--- src/hdl/ddo_pkg.sv ---
// Shared types and fixed constants of the differential drive odometry block.
`default_nettype none
package ddo_pkg;

  localparam int CFG_IDX_W = 3;
  localparam int CNT_W     = 5;

  localparam logic [CFG_IDX_W-1:0] REG_SPEED_LIMIT  = 3'd0;
  localparam logic [CFG_IDX_W-1:0] REG_WHEEL_GAIN   = 3'd1;
  localparam logic [CFG_IDX_W-1:0] REG_WHEEL_OFFSET = 3'd2;
  localparam logic [CFG_IDX_W-1:0] REG_TURN_GAIN    = 3'd3;
  localparam logic [CFG_IDX_W-1:0] REG_TURN_OFFSET  = 3'd4;

  localparam int Q_PI      = 205887;
  localparam int Q_HALF_PI = 102944;
  localparam int Q_TWO_PI  = 411775;
  localparam logic [31:0] CORDIC_K_Q30 = 32'd652032875;

  // Bias of 2^13 turns that makes any new heading sum nonnegative.
  localparam logic [33:0] MOD_BIAS     = 34'd3373260800;
  localparam logic [CNT_W-1:0] MOD_TOP_STEP = 5'd13;

  localparam logic [31:0] ATAN_Q30 [0:23] = '{
    32'd843314857, 32'd497837829, 32'd263043837, 32'd133525159, 32'd67021687,
    32'd33543516, 32'd16775851, 32'd8388437, 32'd4194283, 32'd2097149,
    32'd1048576, 32'd524288, 32'd262144, 32'd131072, 32'd65536, 32'd32768,
    32'd16384, 32'd8192, 32'd4096, 32'd2048, 32'd1024, 32'd512, 32'd256, 32'd128
  };

  typedef enum logic [4:0] {
    OP_NOP, OP_LOAD, OP_CSTEP, OP_MVR, OP_SVR, OP_MVL, OP_SVL, OP_MW, OP_SW,
    OP_MEAN, OP_MVC, OP_SVC, OP_MXD, OP_SXD, OP_MVS, OP_SVS, OP_MYD, OP_SYD,
    OP_MHD, OP_SHD, OP_MSTEP, OP_FIN
  } op_t;

  typedef struct packed {
    op_t              op;
    logic [CNT_W-1:0] idx;
  } dp_cmd_t;

endpackage
`default_nettype wire

--- src/hdl/ddo_if.sv ---
// Stream interfaces for wheel count transactions and pose result transactions.
`default_nettype none
interface ddo_in_if;
  logic               valid;
  logic               ready;
  logic signed [15:0] left_count;
  logic signed [15:0] right_count;
  logic        [15:0] elapsed_time;
  modport source (output valid, left_count, right_count, elapsed_time, input ready);
  modport sink (input valid, left_count, right_count, elapsed_time, output ready);
endinterface

interface ddo_out_if;
  logic               valid;
  logic               ready;
  logic signed [31:0] pos_x;
  logic signed [31:0] pos_y;
  logic signed [18:0] heading;
  logic signed [31:0] linear_speed;
  logic signed [31:0] angular_rate;
  logic               over_limit;
  modport source (output valid, pos_x, pos_y, heading, linear_speed, angular_rate,
                  over_limit, input ready);
  modport sink (input valid, pos_x, pos_y, heading, linear_speed, angular_rate,
                over_limit, output ready);
endinterface
`default_nettype wire

--- src/hdl/ddo_datapath.sv ---
// Odometry datapath: registers, CORDIC rotator, shared multiplier and heading reduction.
`default_nettype none
module ddo_datapath #(
  parameter int FRACTION_BITS = 16
) (
  input  wire                              clk,
  input  wire                              rst_n,
  input  ddo_pkg::dp_cmd_t                 cmd,
  input  wire                              cfg_we,
  input  wire  [ddo_pkg::CFG_IDX_W-1:0]    cfg_index,
  input  wire  [15:0]                      cfg_data,
  input  wire  signed [15:0]               left_count,
  input  wire  signed [15:0]               right_count,
  input  wire  [15:0]                      elapsed_time,
  output logic signed [31:0]               pos_x,
  output logic signed [31:0]               pos_y,
  output logic signed [18:0]               heading,
  output logic signed [31:0]               linear_speed,
  output logic signed [31:0]               angular_rate,
  output logic                             over_limit
);
  import ddo_pkg::*;

  localparam int CW  = FRACTION_BITS + 4;
  localparam int BW  = (CW > 17) ? CW : 17;
  localparam int AW  = 35;
  localparam int PW  = AW + BW;
  localparam int SHL = (FRACTION_BITS >= 16) ? FRACTION_BITS - 16 : 0;
  localparam int SHR = (FRACTION_BITS < 16) ? 16 - FRACTION_BITS : 0;

  logic [14:0] speed_limit_r;
  logic [15:0] wheel_gain_r, wheel_offset_r, turn_gain_r, turn_offset_r;

  logic signed [15:0] l_r, r_r;
  logic [15:0]        dt_r;
  logic               over_r;
  logic signed [32:0] vr_r, vl_r, w_r, v_r;
  logic signed [33:0] t_r;
  logic signed [31:0] x_r, y_r;
  logic signed [18:0] hd_r;
  logic signed [CW-1:0] cx_r, cy_r, cz_r;
  logic               flip_r;
  logic signed [PW-1:0] p_r;
  logic [33:0]        mod_r;

  logic signed [16:0] ls, rs, in_ls, in_rs;
  logic [16:0]        abs_l, abs_r, in_abs_l, in_abs_r;
  logic signed [17:0] d;
  logic [17:0]        ad;
  logic signed [AW-1:0] op_a;
  logic signed [BW-1:0] op_b;
  logic signed [PW-1:0] rnd_f, rnd_16, p_f, p_16;
  logic [32:0]        mag;
  logic [32:0]        wmag;
  logic signed [33:0] sum_v;
  logic signed [34:0] sat_sum;
  logic signed [31:0] sat_val;
  logic signed [19:0] h2, h_fold;
  logic               fold;
  logic signed [CW-1:0] z_init, atan_v;
  logic signed [34:0] h_sum;
  logic [33:0]        thr;
  logic signed [18:0] hd_wrap;

  assign ls = {l_r[15], l_r};
  assign rs = {r_r[15], r_r};
  assign abs_l = ls[16] ? 17'(-ls) : 17'(ls);
  assign abs_r = rs[16] ? 17'(-rs) : 17'(rs);
  assign in_ls = {left_count[15], left_count};
  assign in_rs = {right_count[15], right_count};
  assign in_abs_l = in_ls[16] ? 17'(-in_ls) : 17'(in_ls);
  assign in_abs_r = in_rs[16] ? 17'(-in_rs) : 17'(in_rs);
  assign d  = 18'(rs) - 18'(ls);
  assign ad = d[17] ? 18'(-d) : 18'(d);

  // Operand selection for the shared multiplier.
  always_comb begin
    op_a = '0;
    op_b = '0;
    case (cmd.op)
      OP_MVR: begin
        op_a = AW'($signed({1'b0, abs_r}));
        op_b = BW'($signed({1'b0, wheel_gain_r}));
      end
      OP_MVL: begin
        op_a = AW'($signed({1'b0, abs_l}));
        op_b = BW'($signed({1'b0, wheel_gain_r}));
      end
      OP_MW: begin
        op_a = AW'($signed({1'b0, ad}));
        op_b = BW'($signed({1'b0, turn_gain_r}));
      end
      OP_MVC: begin
        op_a = AW'(v_r);
        op_b = BW'(flip_r ? -cx_r : cx_r);
      end
      OP_MVS: begin
        op_a = AW'(v_r);
        op_b = BW'(flip_r ? -cy_r : cy_r);
      end
      OP_MXD, OP_MYD: begin
        op_a = AW'(t_r);
        op_b = BW'($signed({1'b0, dt_r}));
      end
      OP_MHD: begin
        op_a = AW'(w_r);
        op_b = BW'($signed({1'b0, dt_r}));
      end
      default: begin
        op_a = '0;
        op_b = '0;
      end
    endcase
  end

  // Round to nearest with ties toward plus infinity.
  assign rnd_f  = $signed(PW'(1) << (FRACTION_BITS - 1));
  assign rnd_16 = $signed(PW'(1) << 15);
  assign p_f    = (p_r + rnd_f) >>> FRACTION_BITS;
  assign p_16   = (p_r + rnd_16) >>> 16;

  assign mag   = p_r[32:0] + {17'd0, wheel_offset_r};
  assign wmag  = {1'b0, 32'((p_r[32:0] + 33'd1) >> 1)} + {17'd0, turn_offset_r};
  assign sum_v = 34'(vr_r) + 34'(vl_r);

  // CORDIC start: fold the heading into the right half plane.
  assign h2 = {hd_r[18], hd_r};
  always_comb begin
    fold   = 1'b0;
    h_fold = h2;
    if (h2 > 20'sd102944) begin
      h_fold = h2 - 20'sd205887;
      fold   = 1'b1;
    end else if (h2 < -20'sd102944) begin
      h_fold = h2 + 20'sd205887;
      fold   = 1'b1;
    end
    if (FRACTION_BITS >= 16) begin
      z_init = CW'(h_fold) <<< SHL;
    end else begin
      z_init = CW'(h_fold >>> SHR);
    end
  end
  assign atan_v = $signed(CW'(ATAN_Q30[cmd.idx] >> (30 - FRACTION_BITS)));

  assign h_sum = 35'(hd_r) + 35'($signed(p_16[33:0])) + $signed({1'b0, MOD_BIAS});
  assign thr   = 34'(Q_TWO_PI) << cmd.idx;
  assign hd_wrap = (mod_r > 34'(Q_PI)) ? 19'(mod_r - 34'(Q_TWO_PI)) : 19'(mod_r);

  always_comb begin
    if (cmd.op == OP_SXD) begin
      sat_sum = 35'(x_r) + 35'($signed(p_16[33:0]));
    end else begin
      sat_sum = 35'(y_r) + 35'($signed(p_16[33:0]));
    end
    if (sat_sum > 35'sd2147483647) begin
      sat_val = 32'sh7fffffff;
    end else if (sat_sum < -35'sd2147483648) begin
      sat_val = 32'sh80000000;
    end else begin
      sat_val = sat_sum[31:0];
    end
  end

  always_ff @(posedge clk) begin
    if (!rst_n) begin
      speed_limit_r  <= 15'd50;
      wheel_gain_r   <= 16'd655;
      wheel_offset_r <= 16'd328;
      turn_gain_r    <= 16'd4129;
      turn_offset_r  <= 16'd164;
      x_r  <= '0;
      y_r  <= '0;
      hd_r <= '0;
    end else begin
      if (cfg_we) begin
        case (cfg_index)
          REG_SPEED_LIMIT:  speed_limit_r  <= cfg_data[14:0];
          REG_WHEEL_GAIN:   wheel_gain_r   <= cfg_data;
          REG_WHEEL_OFFSET: wheel_offset_r <= cfg_data;
          REG_TURN_GAIN:    turn_gain_r    <= cfg_data;
          REG_TURN_OFFSET:  turn_offset_r  <= cfg_data;
          default: ;
        endcase
      end
      case (cmd.op)
        OP_SXD: x_r <= sat_val;
        OP_SYD: y_r <= sat_val;
        OP_FIN: hd_r <= hd_wrap;
        default: ;
      endcase
    end
  end

  always_ff @(posedge clk) begin
    p_r <= PW'(op_a) * PW'(op_b);
    case (cmd.op)
      OP_LOAD: begin
        l_r    <= left_count;
        r_r    <= right_count;
        dt_r   <= elapsed_time;
        over_r <= (in_abs_l >= {2'b0, speed_limit_r}) ||
                  (in_abs_r >= {2'b0, speed_limit_r});
        cx_r   <= $signed(CW'(CORDIC_K_Q30 >> (30 - FRACTION_BITS)));
        cy_r   <= '0;
        cz_r   <= z_init;
        flip_r <= fold;
      end
      OP_CSTEP: begin
        if (!cz_r[CW-1]) begin
          cx_r <= cx_r - (cy_r >>> cmd.idx);
          cy_r <= cy_r + (cx_r >>> cmd.idx);
          cz_r <= cz_r - atan_v;
        end else begin
          cx_r <= cx_r + (cy_r >>> cmd.idx);
          cy_r <= cy_r - (cx_r >>> cmd.idx);
          cz_r <= cz_r + atan_v;
        end
      end
      OP_SVR: vr_r <= (over_r || r_r == 16'sd0) ? 33'sd0 :
                      (r_r[15] ? -$signed(mag) : $signed(mag));
      OP_SVL: vl_r <= (over_r || l_r == 16'sd0) ? 33'sd0 :
                      (l_r[15] ? -$signed(mag) : $signed(mag));
      OP_SW:  w_r  <= (over_r || d == 18'sd0) ? 33'sd0 :
                      (d[17] ? -$signed(wmag) : $signed(wmag));
      // Halve the sum, truncating toward zero.
      OP_MEAN: v_r <= 33'((sum_v + (sum_v[33] ? 34'sd1 : 34'sd0)) >>> 1);
      OP_SVC, OP_SVS: t_r <= p_f[33:0];
      OP_SHD: mod_r <= h_sum[33:0];
      OP_MSTEP: begin
        if (mod_r >= thr) mod_r <= mod_r - thr;
      end
      // The result fields are held here so the next tick can run while they wait.
      OP_FIN: begin
        over_limit   <= over_r;
        linear_speed <= v_r[31:0];
        angular_rate <= w_r[31:0];
        pos_x        <= x_r;
        pos_y        <= y_r;
        heading      <= hd_wrap;
      end
      default: ;
    endcase
  end

endmodule
`default_nettype wire

--- src/hdl/ddo_ctrl.sv ---
// Odometry sequencer: steps the datapath through one tick and runs the handshakes.
`default_nettype none
module ddo_ctrl #(
  parameter int CORDIC_STEPS = 16
) (
  input  wire              clk,
  input  wire              rst_n,
  input  wire              in_valid,
  output logic             in_ready,
  output logic             out_valid,
  input  wire              out_ready,
  output ddo_pkg::dp_cmd_t cmd
);
  import ddo_pkg::*;

  typedef enum logic [20:0] {
    S_IDLE = 21'h000001, S_CORD = 21'h000002, S_MVR = 21'h000004,
    S_SVR  = 21'h000008, S_MVL  = 21'h000010, S_SVL = 21'h000020,
    S_MW   = 21'h000040, S_SW   = 21'h000080, S_MEAN = 21'h000100,
    S_MVC  = 21'h000200, S_SVC  = 21'h000400, S_MXD = 21'h000800,
    S_SXD  = 21'h001000, S_MVS  = 21'h002000, S_SVS = 21'h004000,
    S_MYD  = 21'h008000, S_SYD  = 21'h010000, S_MHD = 21'h020000,
    S_SHD  = 21'h040000, S_MODS = 21'h080000, S_FIN = 21'h100000
  } state_t;

  state_t state_r, state_nxt;
  logic [CNT_W-1:0] cnt_r, cnt_nxt;
  logic out_valid_r, out_valid_nxt;

  assign in_ready  = (state_r == S_IDLE);
  assign out_valid = out_valid_r;

  always_comb begin
    state_nxt     = state_r;
    cnt_nxt       = cnt_r;
    out_valid_nxt = out_valid_r && !out_ready;
    cmd.op        = OP_NOP;
    cmd.idx       = cnt_r;
    case (state_r)
      S_IDLE: begin
        if (in_valid) begin
          cmd.op    = OP_LOAD;
          cnt_nxt   = '0;
          state_nxt = S_CORD;
        end
      end
      S_CORD: begin
        cmd.op = OP_CSTEP;
        if (cnt_r == CNT_W'(CORDIC_STEPS - 1)) begin
          state_nxt = S_MVR;
        end else begin
          cnt_nxt = cnt_r + 1'b1;
        end
      end
      S_MVR:  begin cmd.op = OP_MVR;  state_nxt = S_SVR;  end
      S_SVR:  begin cmd.op = OP_SVR;  state_nxt = S_MVL;  end
      S_MVL:  begin cmd.op = OP_MVL;  state_nxt = S_SVL;  end
      S_SVL:  begin cmd.op = OP_SVL;  state_nxt = S_MW;   end
      S_MW:   begin cmd.op = OP_MW;   state_nxt = S_SW;   end
      S_SW:   begin cmd.op = OP_SW;   state_nxt = S_MEAN; end
      S_MEAN: begin cmd.op = OP_MEAN; state_nxt = S_MVC;  end
      S_MVC:  begin cmd.op = OP_MVC;  state_nxt = S_SVC;  end
      S_SVC:  begin cmd.op = OP_SVC;  state_nxt = S_MXD;  end
      S_MXD:  begin cmd.op = OP_MXD;  state_nxt = S_SXD;  end
      S_SXD:  begin cmd.op = OP_SXD;  state_nxt = S_MVS;  end
      S_MVS:  begin cmd.op = OP_MVS;  state_nxt = S_SVS;  end
      S_SVS:  begin cmd.op = OP_SVS;  state_nxt = S_MYD;  end
      S_MYD:  begin cmd.op = OP_MYD;  state_nxt = S_SYD;  end
      S_SYD:  begin cmd.op = OP_SYD;  state_nxt = S_MHD;  end
      S_MHD:  begin cmd.op = OP_MHD;  state_nxt = S_SHD;  end
      S_SHD: begin
        cmd.op    = OP_SHD;
        cnt_nxt   = MOD_TOP_STEP;
        state_nxt = S_MODS;
      end
      S_MODS: begin
        cmd.op = OP_MSTEP;
        if (cnt_r == '0) begin
          state_nxt = S_FIN;
        end else begin
          cnt_nxt = cnt_r - 1'b1;
        end
      end
      S_FIN: begin
        // The result register is reloaded only once the previous transaction has left.
        if (!out_valid_r || out_ready) begin
          cmd.op        = OP_FIN;
          out_valid_nxt = 1'b1;
          state_nxt     = S_IDLE;
        end
      end
      default: state_nxt = S_IDLE;
    endcase
  end

  always_ff @(posedge clk) begin
    if (!rst_n) begin
      state_r     <= S_IDLE;
      cnt_r       <= '0;
      out_valid_r <= 1'b0;
    end else begin
      state_r     <= state_nxt;
      cnt_r       <= cnt_nxt;
      out_valid_r <= out_valid_nxt;
    end
  end

endmodule
`default_nettype wire

--- src/hdl/differential_drive_odometry_top.sv ---
// Top level of the differential drive wheel odometry block.
`default_nettype none
// Each input transaction carries left and right wheel counts and the tick length; one
// result transaction returns the updated pose, the linear speed, the angular rate and the
// over-limit flag. The operands are loaded at the accepting edge; the sequencer then runs
// the CORDIC iterations, eight products on the single shared multiplier with the averaging
// of the wheel speeds among them, a fourteen-step heading reduction and the result write.
// A new transaction is accepted as soon as the sequencer is idle, even while the last
// result still waits to be taken; that result stays unchanged until it is taken, and the
// next one waits behind it.
module differential_drive_odometry_top #(
  parameter int CORDIC_STEPS  = 16,
  parameter int FRACTION_BITS = 16
) (
  input  wire                           clk,
  input  wire                           rst_n,
  ddo_in_if.sink                        in_ch,
  ddo_out_if.source                     out_ch,
  input  wire                           cfg_we,
  input  wire  [ddo_pkg::CFG_IDX_W-1:0] cfg_index,
  input  wire  [15:0]                   cfg_data
);
  import ddo_pkg::*;

  dp_cmd_t cmd;

  ddo_ctrl #(.CORDIC_STEPS(CORDIC_STEPS)) u_ctrl (
    .clk       (clk),
    .rst_n     (rst_n),
    .in_valid  (in_ch.valid),
    .in_ready  (in_ch.ready),
    .out_valid (out_ch.valid),
    .out_ready (out_ch.ready),
    .cmd       (cmd)
  );

  ddo_datapath #(
    .FRACTION_BITS (FRACTION_BITS)
  ) u_dp (
    .clk          (clk),
    .rst_n        (rst_n),
    .cmd          (cmd),
    .cfg_we       (cfg_we),
    .cfg_index    (cfg_index),
    .cfg_data     (cfg_data),
    .left_count   (in_ch.left_count),
    .right_count  (in_ch.right_count),
    .elapsed_time (in_ch.elapsed_time),
    .pos_x        (out_ch.pos_x),
    .pos_y        (out_ch.pos_y),
    .heading      (out_ch.heading),
    .linear_speed (out_ch.linear_speed),
    .angular_rate (out_ch.angular_rate),
    .over_limit   (out_ch.over_limit)
  );

`ifndef ASSERT_OFF
  a_busy_after_accept: assert property (@(posedge clk) disable iff (!rst_n)
    in_ch.valid && in_ch.ready |=> !in_ch.ready)
    else $error("input accepted while a tick was in progress");

  a_heading_range: assert property (@(posedge clk) disable iff (!rst_n)
    out_ch.valid |-> (out_ch.heading <= 19'sd205887) && (out_ch.heading >= -19'sd205887))
    else $error("heading outside the wrapped range");

  a_result_follows_tick: assert property (@(posedge clk) disable iff (!rst_n)
    $rose(out_ch.valid) |-> $past(!in_ch.ready))
    else $error("result raised without a tick in progress");
`endif

endmodule
`default_nettype wire
--- src/flat_wrapper.sv ---
// flat-port wrapper written by rule: the top's interface ports become plain ports
module differential_drive_odometry_top_flat import ddo_pkg::*;
#(
  parameter int CORDIC_STEPS  = 16,
  parameter int FRACTION_BITS = 16
)
  (clk, rst_n, cfg_we, cfg_index, cfg_data, in_ch_valid, in_ch_left_count, in_ch_right_count, in_ch_elapsed_time, in_ch_ready, out_ch_valid, out_ch_pos_x, out_ch_pos_y, out_ch_heading, out_ch_linear_speed, out_ch_angular_rate, out_ch_over_limit, out_ch_ready);
  ddo_in_if in_ch_i ();
  ddo_out_if out_ch_i ();
  input  wire clk;
  input  wire rst_n;
  input  wire cfg_we;
  input  wire  [ddo_pkg::CFG_IDX_W-1:0] cfg_index;
  input  wire  [15:0] cfg_data;
  input wire logic [$bits(in_ch_i.valid)-1:0] in_ch_valid;
  input wire logic [$bits(in_ch_i.left_count)-1:0] in_ch_left_count;
  input wire logic [$bits(in_ch_i.right_count)-1:0] in_ch_right_count;
  input wire logic [$bits(in_ch_i.elapsed_time)-1:0] in_ch_elapsed_time;
  output wire logic [$bits(in_ch_i.ready)-1:0] in_ch_ready;
  output wire logic [$bits(out_ch_i.valid)-1:0] out_ch_valid;
  output wire logic [$bits(out_ch_i.pos_x)-1:0] out_ch_pos_x;
  output wire logic [$bits(out_ch_i.pos_y)-1:0] out_ch_pos_y;
  output wire logic [$bits(out_ch_i.heading)-1:0] out_ch_heading;
  output wire logic [$bits(out_ch_i.linear_speed)-1:0] out_ch_linear_speed;
  output wire logic [$bits(out_ch_i.angular_rate)-1:0] out_ch_angular_rate;
  output wire logic [$bits(out_ch_i.over_limit)-1:0] out_ch_over_limit;
  input wire logic [$bits(out_ch_i.ready)-1:0] out_ch_ready;
  assign in_ch_i.valid = in_ch_valid;
  assign in_ch_i.left_count = in_ch_left_count;
  assign in_ch_i.right_count = in_ch_right_count;
  assign in_ch_i.elapsed_time = in_ch_elapsed_time;
  assign in_ch_ready = in_ch_i.ready;
  assign out_ch_valid = out_ch_i.valid;
  assign out_ch_pos_x = out_ch_i.pos_x;
  assign out_ch_pos_y = out_ch_i.pos_y;
  assign out_ch_heading = out_ch_i.heading;
  assign out_ch_linear_speed = out_ch_i.linear_speed;
  assign out_ch_angular_rate = out_ch_i.angular_rate;
  assign out_ch_over_limit = out_ch_i.over_limit;
  assign out_ch_i.ready = out_ch_ready;
  differential_drive_odometry_top #(.CORDIC_STEPS(CORDIC_STEPS), .FRACTION_BITS(FRACTION_BITS)) u_core (.clk(clk), .rst_n(rst_n), .in_ch(in_ch_i), .out_ch(out_ch_i), .cfg_we(cfg_we), .cfg_index(cfg_index), .cfg_data(cfg_data));
endmodule
--- config.mk ---
export PLATFORM = sky130hd
export DESIGN_NAME = differential_drive_odometry_top_flat
export DESIGN_NICKNAME = d
export VERILOG_FILES = /design/src/hdl/ddo_pkg.sv /design/src/hdl/ddo_if.sv /design/src/hdl/ddo_datapath.sv /design/src/hdl/ddo_ctrl.sv /design/src/hdl/differential_drive_odometry_top.sv /design/src/flat_wrapper.sv
export SDC_FILE = /design/constraint.sdc
export NUM_CORES = 2
export LEC_CHECK = 0
export BUFFER_PORTS_ARGS = -buffer_cell sky130_fd_sc_hd__buf_2
export CORE_ASPECT_RATIO = 1.2
export CORE_MARGIN = 4
export CORE_UTILIZATION = 55
export DETAILED_ROUTE_END_ITERATION = 16
export PLACE_DENSITY = 0.75
export SLEW_MARGIN = 20
export SYNTH_ARGS = -nofsm -noshare
export SYNTH_HDL_FRONTEND = slang
export SYNTH_SLANG_ARGS = --single-unit
--- constraint.sdc ---
create_clock -name clk -period 13.3 [get_ports clk]
set_clock_uncertainty 0.15 [all_clocks]
set_input_delay 0.665 -clock clk [delete_from_list [all_inputs] [get_ports clk]]
set_output_delay 0.665 -clock clk [all_outputs]
set_load 0.02 [all_outputs]
# Word-level counts from Yosys, hierarchy flattened
# Memory sizes are Yosys's and may differ from the RTL's.
# Cells that the tools add are included.
[totals] reg_bits=697 romBits=1024 input_bits=72 out_inout_bits=150 wordCells=206 n_memories=1
[memory_table] memory="(name not given)" words=32 width=32 rd=1 rd_clocked_by_memory_dff=0 wr=0 line_no="ddo_datapath.sv:144" source="assign atan_v = $signed(CW'(ATAN_Q30[cmd.idx] >> (30 - FRACTION_BITS)));"
[classes] addsub=32 multipliers=1 n_lt_le_gt_ge=9 eq_ne=54 shift=3 mux=44 bitwise_logic=1 reduce_logical=29
[ops] cell="21-bit case mux with 21 select lines" n=1
[ops] cell="35-bit case mux with 6 select lines" n=1
[ops] cell="20-bit 2-to-1 mux" n=7
[ops] cell="32-bit 2-to-1 mux" n=4
[ops] cell="20-bit case mux with 2 select lines" n=3
[ops] cell="5-bit case mux with 21 select lines" n=1
[ops] cell="20-bit case mux with 5 select lines" n=1
[ops] cell="33-bit 2-to-1 mux" n=3
[ops] cell="21-bit 2-to-1 mux" n=4
[ops] cell="32-bit by 34-bit adder with 35-bit output" n=2
[ops] cell="17-bit 2-to-1 mux" n=4
[ops] cell="16-bit negator with 17-bit output" n=4
[ops] cell="34-bit case mux with 2 select lines" n=1
[ops] cell="33-bit negator" n=2
[ops] cell="50-bit by 17-bit adder with 50-bit output (second input constant)" n=1
[ops] cell="35-bit by 20-bit multiplier with 50-bit output" n=1
[ops] cell="5-bit by 4-bit == test with 1-bit output (second input constant)" n=9
[ops] cell="20-bit adder" n=2
[ops] cell="20-bit negator" n=2
[ops] cell="20-bit by 5-bit >>> shifter with 20-bit output" n=2
[ops] cell="20-bit subtractor" n=2
[ops] cell="35-bit by 32-bit greater-than comparator with 1-bit output (second input constant)" n=1
[ops] cell="35-bit by 32-bit less-than comparator with 1-bit output (second input constant)" n=1
[ops] cell="35-bit 2-to-1 mux" n=1
[ops] cell="other kinds (73)" n=113

# Logic depth before layout (Yosys ltp)
[depth] word_depth=9 mapped_depth=44 mapped_depth_nobuf=42

# Cells and area by module
# From an unflattened synthesis, not the netlist that was laid out.
[unflattened] cells_unflattened=8234 area_unflattened_um2=72774.8
[modules_own_cells] mod="ddo_datapath" instances=1 cells_per_inst=8008 area_each_um2=70961.8 seq_area_each_um2=17997.3
[modules_own_cells] mod="ddo_ctrl" instances=1 cells_per_inst=226 area_each_um2=1813.0 seq_area_each_um2=540.5

# Worst setup path after synthesis
# OpenSTA, ideal clock, no wires.
[synth_path] path_kind="register to register" start="register u_core.u_ctrl.state_r[18]" end="register u_core.u_dp.p_r[49]" setup_ns=0.072 t_arrival_ns=12.786 required_time_ns=13.078 slack_ns=0.292 stages_incl_launch_ff=34 n_path_buf=3 period_less_slack_ns=13.008 path_cell_list="dfxtp_1 > clkbuf_1 > nor3_1 > nand4_1 > nor4b_1 > nor4_1 > nand4_1 > nor3_1 > buf_2 > buf_1 > a221oi_1 > nor2_1 > fa_1 > fa_1 > fa_1 > fa_1 > fa_1 > fa_1 > inv_1 > fa_1 > inv_1 > ha_1 > a21o_1 > a21o_1 > a21o_1 > a221oi_1 > a21boi_0 > o311a_1 > o31a_1 > o21ai_0 > a21oi_1 > o21ai_0 > a21oi_1 > xnor2_1"
[synth_between] elab_chain_cells=6 elab_cells_between_ends=37 cone_classes="mul: 1; eq/ne: 29; mux: 3; reduce/logical: 4"
[synth_rtl] item="start, declared" line_no="ddo_ctrl.sv:26" source="state_t state_r, state_nxt;"
[synth_rtl] item="start signal, assigned" line_no="ddo_ctrl.sv:102" source="state_r <= state_nxt;"
[synth_rtl] item="21-bit == test (tied with other cells)" line_no="ddo_ctrl.sv:39" source="case (state_r)"
[synth_rtl] item="5-bit case mux with 21 select lines (*)" line_no="ddo_ctrl.sv:39"
[synth_rtl] item="5-bit == test (tied with other cells)" line_no="ddo_datapath.sv:80" source="case (cmd.op)"
[synth_rtl] item="3-bit OR reduction (no source line) or 2-bit OR reduction (tied branches)"
[synth_rtl] item="20-bit case mux with 5 select lines or 35-bit case mux with 6 select lines (tied branches)" line_no="ddo_datapath.sv:80"
[synth_rtl] item="35-bit by 20-bit multiplier with 50-bit output (*)" line_no="ddo_datapath.sv:196" source="p_r <= PW'(op_a) * PW'(op_b);"
[synth_rtl] item="end signal, assigned" line_no="ddo_datapath.sv:196"
[synth_rtl] item="end, declared" line_no="ddo_datapath.sv:43" source="logic signed [PW-1:0] p_r;"
# Every way passes the cells marked *; elsewhere a longest branch is shown, timed or not.
# A chain may end at the register's enable or synchronous reset.

# Final worst setup path
[layout_path] start="register u_core.u_ctrl.state_r[1]" end="register u_core.u_dp.p_r[49]"
# Same word-level chain as after synthesis.

==> flow_metrics.env <==
export IMPL_synth_fp_nets=9203
export IMPL_syn_avg_cell_area_um2=8.86
export IMPL_core_um2=128000
export IMPL_crit_top_cell="fa_1"
export IMPL_cts_root_buf="clkbuf_16"
export IMPL_path_clk_slew_ns=0.07
export IMPL_grt_first_pass_wirelength_um=363000
export IMPL_yosys_cell_types_count=106
export IMPL_drc_errors=0
export IMPL_slew_headroom_pct=13.9
export IMPL_io_pins=222
export IMPL_ys_warnings_count=0
export IMPL_wl_per_cell_um=24.5
export IMPL_die_x_um=336
export IMPL_maxSlewViolCount=0
export IMPL_start_kind="flop"
export IMPL_initial_core_util_pct=55.4
export IMPL_grt_pass1_vias=60000
export IMPL_yosys_area_top_type="edfxtp_1"
export IMPL_track_usage_pct=35.3
export IMPL_row_count=144
export IMPL_critPathTopFamily="adder cells"
export IMPL_fmax_mhz=85.0
export IMPL_clock_latency_ns=0.69
export IMPL_async_flop_share_pct=0
export IMPL_yosysTopAreaCellShare_pct=19.3
export IMPL_cts_tree="built"
export IMPL_post_route_min_period_ns=11.76
export IMPL_viasPerCell=6.18
export IMPL_htreeDepth=3
export IMPL_r2r_slack_ns=1.54
export IMPL_irDropWorstVdd_v=0.000119
export IMPL_cts_repair_resized=0
export IMPL_cpPeakStageDelay_ns=0.79
export IMPL_gp_congestion=1.03
export IMPL_dp_hpwl_um=189000
export IMPL_layout_nets=9281
export IMPL_grt_max_degree=95
export IMPL_place_port_buffers=221
export IMPL_cp_arrival_ns=12.18
export IMPL_fin_crit_sh_pct=88.5
export IMPL_drv_cap=0
export IMPL_hp_start="in_ch_left_count[14]"
export IMPL_route_vias_total=60900
export IMPL_min_path_type="input pin to flop"
export IMPL_rsz0062_at_grt="false"
export IMPL_first_iter_violations=5867
export IMPL_routed_wl_um=242000
export IMPL_syn_instance_count=8028
export IMPL_cp_required_ns=13.72
export IMPL_worst_path_max_fanout=34
export IMPL_powerDensity_nw_per_um2=81.6
export IMPL_yosys_most_used_dff="edfxtp_1"
export IMPL_hold_end="u_core.u_dp.l_r[14]$_DFFE_PP_"
export IMPL_fin_setup_tns_ns=0
export IMPL_reg2reg_to="u_core.u_dp.p_r[49]$_DFF_P_"
export IMPL_ant_nets=0
export IMPL_worstMarginPinSlew_ns=1.28
export IMPL_crit_slowest_cell="nand4_1"
export IMPL_cts_sinks=697
export IMPL_drtPass1Iterations=8
export IMPL_drive_gt1_share_pct=7.98
export IMPL_hold_viol=0
export IMPL_cts_setup_buffers=0
export IMPL_crit_path_end_kind="flop"
export IMPL_total_power_mw=6.29
export IMPL_leakagePower_nw=33.7
export IMPL_holdPathStages=1
export IMPL_grt_overflow=0
export IMPL_hold_buffers=0
export IMPL_seq_area_frac_synth_pct=26.1
export IMPL_setup_viol=0
export IMPL_clockBufferDepth=3
export IMPL_outcome="finished clean"
export IMPL_syn_cell_area_um2=71100
export IMPL_r2r_cells=36
export IMPL_dieArea_um2=135000
export IMPL_pre_cts_slack_ns=1.74
export IMPL_fin_ws_ns=1.54
export IMPL_antenna_found_initial=21
export IMPL_critPathBufInv=9
export IMPL_numCtsBuffers=81
export IMPL_r2r_start="u_core.u_ctrl.state_r[1]$_SDFFE_PN0P_"
export IMPL_ys_top_cells_by_area="edfxtp_1 (19%), fa_1 (18%), ha_1 (8.0%), dfxtp_1 (6.7%), nand2_1 (5.4%)"
export IMPL_synth_edff_count=458
export IMPL_crit_type="flop to flop"
export IMPL_syn_to_final_growth_pct=8.38
export IMPL_die_h_um=402
export IMPL_ys_seq_elements=697
## synth_stat cells (103+ instances only)
cell / n
xnor2_1: 425
a21o_1: 115
nor2_1: 824
o21ai_0: 267
a21oi_1: 417
inv_1: 994
a211oi_1: 103
fa_1: 646
edfxtp_1: 458
nand2_1: 1030
dfxtp_1: 239
clkbuf_1: 298
xor2_1: 223
nor3_1: 114
nand3_1: 137
ha_1: 457
## report_power, final
group / total (mW) / switching [mW] / internal [mW]
Clock: 2.46 / 1.02 / 1.44
Combinational: 1.36 / 0.805 / 0.558
Sequential: 2.47 / 0.0943 / 2.37
Total: 6.29 / 1.92 / 4.37
## area by class of cell
class / count / area, um^2
antenna: 11 / 27.5
clock buffer: 101 / 2250
clock inverter: 51 / 706
fill: 11000 / 51400
inverter: 996 / 3740
multi-input combinational: 5996 / 47800
sequential: 697 / 18500
tap: 1679 / 2100
timing repair buffer: 334 / 1950
## registers in the layout, summed over array words and instances, names as in the netlist, 33 cells and up
name	flops
u_core.u_dp.p_r	50
u_core.u_dp.vl_r	33
u_core.u_dp.vr_r	33
u_core.u_dp.t_r	34
u_core.u_dp.mod_r	34
u_core.u_dp.w_r	33
u_core.u_dp.v_r	33
## placed cells by master (no fill, tap or decap), types with 47 or more instances in the layout
cell type / instances
and3_1: 52
edfxtp_1: 458
ha_1: 457
clkbuf_16: 85
a211oi_1: 103
buf_2: 221
dfxtp_1: 235
xnor2_1: 423
or3_1: 58
nand2_1: 1029
o21ai_0: 267
nor2b_1: 66
inv_1: 990
nor2_1: 823
a31oi_1: 52
o31ai_1: 47
and2_1: 74
buf_4: 113
nand2b_1: 66
a21oi_1: 416
nand3_1: 136
a21o_1: 115
xor2_1: 223
fa_1: 646
mux2i_1: 51
o21a_1: 62
nand4_1: 59
nor3_1: 112
## cell families after synthesis
| family | count (synthesis) | share of synthesized area [%] |
|---|---|---|
| adder cells (fa/ha/maj) | 1104 | 26.2 |
| AND/OR/NAND/NOR | 2651 | 16.7 |
| multiplexers | 129 | 2.44 |
| AO/OA/AOI/OAI | 1463 | 13.5 |
| XOR/XNOR | 649 | 8.00 |
| buffers and inverters | 1335 | 7.07 |
| flip-flops | 697 | 26.1 |
## worst register-to-register path, delay by kind of cell (launching register included)
family	cells	cell delay, ns
xor gates and xnor gates	1	0.13
and+or+nand+nor	8	2.76
DFF	1	0.36
adders and majority gates	8	4.00
AOI/OAI and AO/OA	10	2.70
buffers and inverters	9	1.55
## worst max path at each step
| stage | start | endpoint | slack [ns] | depth (start not counted) |
|---|---|---|---|---|
| after global routing | u_core.u_ctrl.state_r[1]$_SDFFE_PN0P_ | u_core.u_dp.p_r[49]$_DFF_P_ | 1.05 | 36 |
| after CTS | u_core.u_ctrl.state_r[1]$_SDFFE_PN0P_ | u_core.u_dp.p_r[49]$_DFF_P_ | 1.73 | 35 |
| after detailed placement | u_core.u_ctrl.state_r[1]$_SDFFE_PN0P_ | u_core.u_dp.p_r[49]$_DFF_P_ | 1.74 | 35 |
| final | u_core.u_ctrl.state_r[1]$_SDFFE_PN0P_ | u_core.u_dp.p_r[49]$_DFF_P_ | 1.54 | 36 |
| after floorplan | u_core.u_ctrl.state_r[18]$_SDFFE_PN0P_ | u_core.u_dp.p_r[49]$_DFF_P_ | 0.29 | 33 |
| after global placement | u_core.u_dp.l_r[0]$_DFFE_PP_ | u_core.u_dp.p_r[49]$_DFF_P_ | 1.87 | 37 |
## metrics by stage
step	instances	hold slack, ns	cell area (um^2)	util [%]
after floorplan	8028	0.258	71100	-
after global placement	9702	0.282	74100	57.7
after detailed placement	9702	0.292	74100	57.7
after CTS	9854	0.0285	77100	60.0
after global routing	9858	0.0419	77100	60.0
final	9865	0.0589	77100	60.0
## per-layer routing
layer | share of wire, % | GRT usage, % | vias to the layer above | wire [um]
li1 | - | - | 27200 | -
met5 | 0.052 | 0 | - | 126
met4 | 8.2 | 23.8 | 18 | 19900
met2 | 46 | 57.0 | 3217 | 111000
met1 | 36 | 42.2 | 29600 | 86300
met3 | 9.9 | 7.87 | 914 | 23900
Power figures use the tool's default switching activity.
